$ cat src/sv/dfsdt_pkg.sv
// Shared types and constants for the depth-first search discovery-time engine.
// No dependencies; used by dfsdt_edge_store and dfs_discovery_time_engine.
`default_nettype none

package dfsdt_pkg;

  localparam int VERTEX_W = 7;
  localparam int DISC_W   = 7;
  localparam int TIME_W   = 8;
  localparam int DATA_W   = 16;

  localparam logic [DISC_W-1:0]   DISC_MAX     = 7'd127;
  localparam logic [VERTEX_W-1:0] VCOUNT_RESET = 7'd64;

  localparam logic OP_ADD = 1'b0;
  localparam logic OP_RUN = 1'b1;

  typedef struct packed {
    logic [VERTEX_W-1:0] b;
    logic [VERTEX_W-1:0] a;
  } edge_t;

  typedef struct packed {
    logic add;
    logic clear;
    logic rd_en;
  } edge_cmd_t;

endpackage

`default_nettype wire

$ cat src/sv/dfsdt_edge_store.sv
// Edge store: appends endpoint pairs in insertion order, keeps the fill count
// and the overflow flag, and serves one registered read a cycle. Uses dfsdt_pkg.
`default_nettype none

module dfsdt_edge_store #(
  parameter int MAX_EDGES = 256,
  localparam int EIDX_W = (MAX_EDGES > 1) ? $clog2(MAX_EDGES) : 1,
  localparam int ECNT_W = $clog2(MAX_EDGES + 1)
) (
  input  logic                 clk,
  input  logic                 rst,
  input  dfsdt_pkg::edge_cmd_t cmd,
  input  dfsdt_pkg::edge_t     wr_edge,
  input  logic [EIDX_W-1:0]    rd_addr,
  output dfsdt_pkg::edge_t     rd_edge,
  output logic [ECNT_W-1:0]    edge_total,
  output logic                 overflow
);

  dfsdt_pkg::edge_t mem [MAX_EDGES];

  logic has_room;

  assign has_room = edge_total < ECNT_W'(MAX_EDGES);

  always_ff @(posedge clk) begin
    if (rst) begin
      edge_total <= '0;
      overflow   <= 1'b0;
    end else if (cmd.clear) begin
      edge_total <= '0;
      overflow   <= 1'b0;
    end else if (cmd.add) begin
      if (has_room) begin
        edge_total <= edge_total + 1'b1;
      end else begin
        overflow <= 1'b1;
      end
    end
  end

  always_ff @(posedge clk) begin
    if (cmd.add && has_room) begin
      mem[edge_total[EIDX_W-1:0]] <= wr_edge;
    end
    if (cmd.rd_en) begin
      rd_edge <= mem[rd_addr];
    end
  end

endmodule

`default_nettype wire

$ cat config.mk
export PLATFORM = sky130hd
export DESIGN_NAME = dfsdt_edge_store
export DESIGN_NICKNAME = d
export VERILOG_FILES = /design/src/sv/dfsdt_pkg.sv /design/src/sv/dfsdt_edge_store.sv
export SDC_FILE = /design/constraint.sdc
export NUM_CORES = 2
export LEC_CHECK = 0
export BUFFER_PORTS_ARGS = -buffer_cell sky130_fd_sc_hd__buf_2
export CAP_MARGIN = 20
export CORE_MARGIN = 3
export CORE_UTILIZATION = 25
export DETAILED_ROUTE_END_ITERATION = 7
export SETUP_SLACK_MARGIN = 0.05
export SKIP_LAST_GASP = 1
export SLEW_MARGIN = 20
export SYNTH_ARGS = -nofsm -noshare
export SYNTH_HDL_FRONTEND = slang
export SYNTH_SLANG_ARGS = --single-unit
$ cat constraint.sdc
create_clock -name clk -period 3.3 [get_ports clk]
set_input_delay 0.33 -clock clk [delete_from_list [all_inputs] [get_ports clk]]
set_output_delay 0.33 -clock clk [all_outputs]
set_load 0.02 [all_outputs]
==> results.sh <==
export IMPL_htree_levels=5
export IMPL_grt_max_degree=133
export IMPL_ios=51
export IMPL_synth_commonest_cells="edfxtp_1 (3,598), mux4_2 (753), a22oi_1 (293)"
export IMPL_skew_ps=62.9
export IMPL_antenna_found_initial=29
export IMPL_max_stage_delay_ps=760
export IMPL_cts_hold_buf=19
export IMPL_critPathSlowestCell="nor4_1"
export IMPL_synth_area_top_cells="edfxtp_1 (78%), mux4_2 (12%), mux2i_1 (1.9%)"
export IMPL_drt_iter0_drc=8803
export IMPL_ys_seq_elements=3608
export IMPL_port_buffers=50
export IMPL_end_kind="flip-flop"
export IMPL_cpLargestDelayFamily="compound AO/OA/AOI/OAI gates"
export IMPL_die_y_um=750
export IMPL_hp_class="input pin to flip-flop"
export IMPL_grt_pass1_vias=70500
export IMPL_clock_path_buffers=4
export IMPL_tns_ps=0
export IMPL_power_frac_seq_pct=52.3
export IMPL_p_leak_uw=0.0511
export IMPL_crit_start="mem[171][9]"
export IMPL_switching_power_uw=20800
export IMPL_rsz0062_at_grt="false"
export IMPL_min_from="cmd[1]"
export IMPL_clk_pin_slew_ps=60
export IMPL_clock_fmax_ghz=0.333
export IMPL_drc_errors=0
export IMPL_syn_cell_area_um2=138000
export IMPL_maxCapViolations=0
export IMPL_combPwrFrac_pct=5.1
export IMPL_criticalPathCategory="flip-flop to flip-flop"
export IMPL_cp_start_kind="flip-flop"
export IMPL_path_buf_inv=1
export IMPL_worstPathRequired_ps=3990
export IMPL_switching_share_pct=21.5
export IMPL_place_ws_ps=-752
export IMPL_finalCriticalPeriod_ps=3000
export IMPL_fin_crit_sh_pct=90.9
export IMPL_finalWeightedCongestion=0.845
export IMPL_syn_nets=6368
export IMPL_areaGrowthSynthToFinish_pct=19.0
export IMPL_relSlewSlack_pct=21.5
export IMPL_gr_total_overflow=0
export IMPL_ys_flop_type="edfxtp_1"
export IMPL_async_flop_share_pct=0
export IMPL_synth_edf_count=3598
export IMPL_core_um2=550000
export IMPL_synth_top_area_cell="edfxtp_1"
export IMPL_grt_pass1_wl_mm=529
export IMPL_dp_hpwl_mm=233
export IMPL_power_internal_uw=75800
export IMPL_drive_above_1_share_pct=28.9
export IMPL_drtPass1Iterations=6
export IMPL_synth_avg_cell_area_um2=21.8
export IMPL_num_rows=272
export IMPL_tightestPinTransition_ps=1180
export IMPL_initial_core_util_pct=25.1
export IMPL_via_per_inst=4.74
export IMPL_post_cts_setup_buffers=0
export IMPL_crit_arrival_ps=3690
export IMPL_grt_util_all_layers_pct=12.8
export IMPL_setup_viol=0
export IMPL_ys_types=62
export IMPL_netlist_instances=6337
export IMPL_insertion_delay_ps=950
export IMPL_regToRegStartpoint="mem[171][9]"
export IMPL_wl_per_cell_um=25.2
export IMPL_p_clk_share_pct=42.6
export IMPL_cts_root_buf="clkbuf_16"
export IMPL_clock_sinks=3608
export IMPL_nFillCells=52900
export IMPL_synth_top_area_share_pct=78.1
export IMPL_cp_max_fo=1
export IMPL_drv_slew=0
export IMPL_p_total_uw=96600
export IMPL_path_cells="mux4_2 -> a22oi_1 -> a21oi_1 -> nor4_1 -> buf_4 -> nor4_2"
export IMPL_finalWorstSetupSlack_ps=299
export IMPL_status="complete, no violations"
export IMPL_vias=69800
export IMPL_final_hold_viol_count=0
export IMPL_dieArea_um2=562000
export IMPL_ir_drop_mv=0.458
export IMPL_cts_made_buffers=369
export IMPL_cts_tree="done"
export IMPL_wl_mm=370
export IMPL_yosysWarnings=0
export IMPL_die_w_um=750
export IMPL_yosysMostFrequentCell="edfxtp_1"
export IMPL_postRouteAntennaNets=0
export IMPL_post_cts_resized=0
export IMPL_power_density_nw_per_um2=587
export IMPL_seq_area_frac_synth_pct=78.3
export IMPL_final_nets=7175
==> worst reg2reg max path, delay by kind of cell (launching register included) <==
kind                   cells  cell delay (ps)
AO/OA/AOI/OAI              2              860
buffers and inverters      1              240
flip-flops                 1              370
AND/OR/NAND/NOR            2              810
multiplexers               1              470
==> state kept, by name, indices dropped and copies added, names as in the netlist <==
signal	cells
mem	3584
overflow	1
rd_edge	14
edge_total	9
==> placed cells by master (no fill, tap or decap), types with 83 or more instances in the layout <==
cell and instances:
edfxtp_1 3598, mux4_2 753, buf_4 666, clkbuf_16 372, a22oi_1 293, nor2_1 289, mux2i_1 266, a21oi_1 186
buf_12 94, clkinv_1 83
==> area by class of cell <==
| cell class | instances | area [um^2] | share of cell area, % |
|---|---|---|---|
| multi-input cells | 2333 | 27800 | 16.9 |
| inverters | 4 | 15.0 | 0.00912 |
| flip-flops and latches | 3608 | 108000 | 65.8 |
| diodes | 8 | 20.0 | 0.0122 |
| clock buffers | 434 | 9550 | 5.80 |
| repair buffers | 828 | 7470 | 4.54 |
| well taps | 7261 | 9080 | 5.52 |
| clock inverters | 233 | 2380 | 1.45 |
==> through the flow <==
stage	hold slack [ps]	util (%)	instance area, um^2	cells
floorplan	429	-	138000	6337
global placement	464	27.7	152000	14000
detailed placement	459	27.7	152000	14000
CTS	102	29.9	165000	14700
global route	205	29.9	165000	14700
finish	197	29.9	165000	14700
==> power groups by stage <==
stage	combinational, uW	clock [uW]	sequential, uW
3_3_place_gp	4840	0	51500
3_5_place_dp	4920	0	51500
6_report	4920	41100	50500
5_1_grt	5170	43700	50500
4_1_cts	4960	41900	50500
2_1_floorplan	2280	0	51500
==> final timing paths <==
path | end | slack [ps] | cells after the start
setup / recovery | rd_edge[9] | 300 | 6
hold / removal | overflow | 200 | 4
setup reg to reg | rd_edge[9] | 300 | 6
hold reg to reg | edge_total[8] | 550 | 2
==> cell families (layout without fill, tap and decap cells) <==
kind of cell	after synthesis	count (layout)	share of synthesized area (%)
DFF	3608	3608	78.3
muxes	1033	1033	14.3
AOI/OAI and AO/OA	763	763	3.88
and+or+nand+nor	526	526	1.74
buffers and inverters	396	1499	1.72
xor gates and xnor gates	7	7	0.0443
adders and majority gates	4	4	0.0362
other	0	8	0
==> routing by layer <==
metal	vias to the layer above	global-route usage, %	part of all wire, %
met1	37300	17.4	40
met4	14	4.01	3.1
met5	-	0	0.026
li1	28600	-	-
met2	3340	20.5	47
met3	558	2.57	8.9
Note: power is estimated with default switching activity, not from simulation.
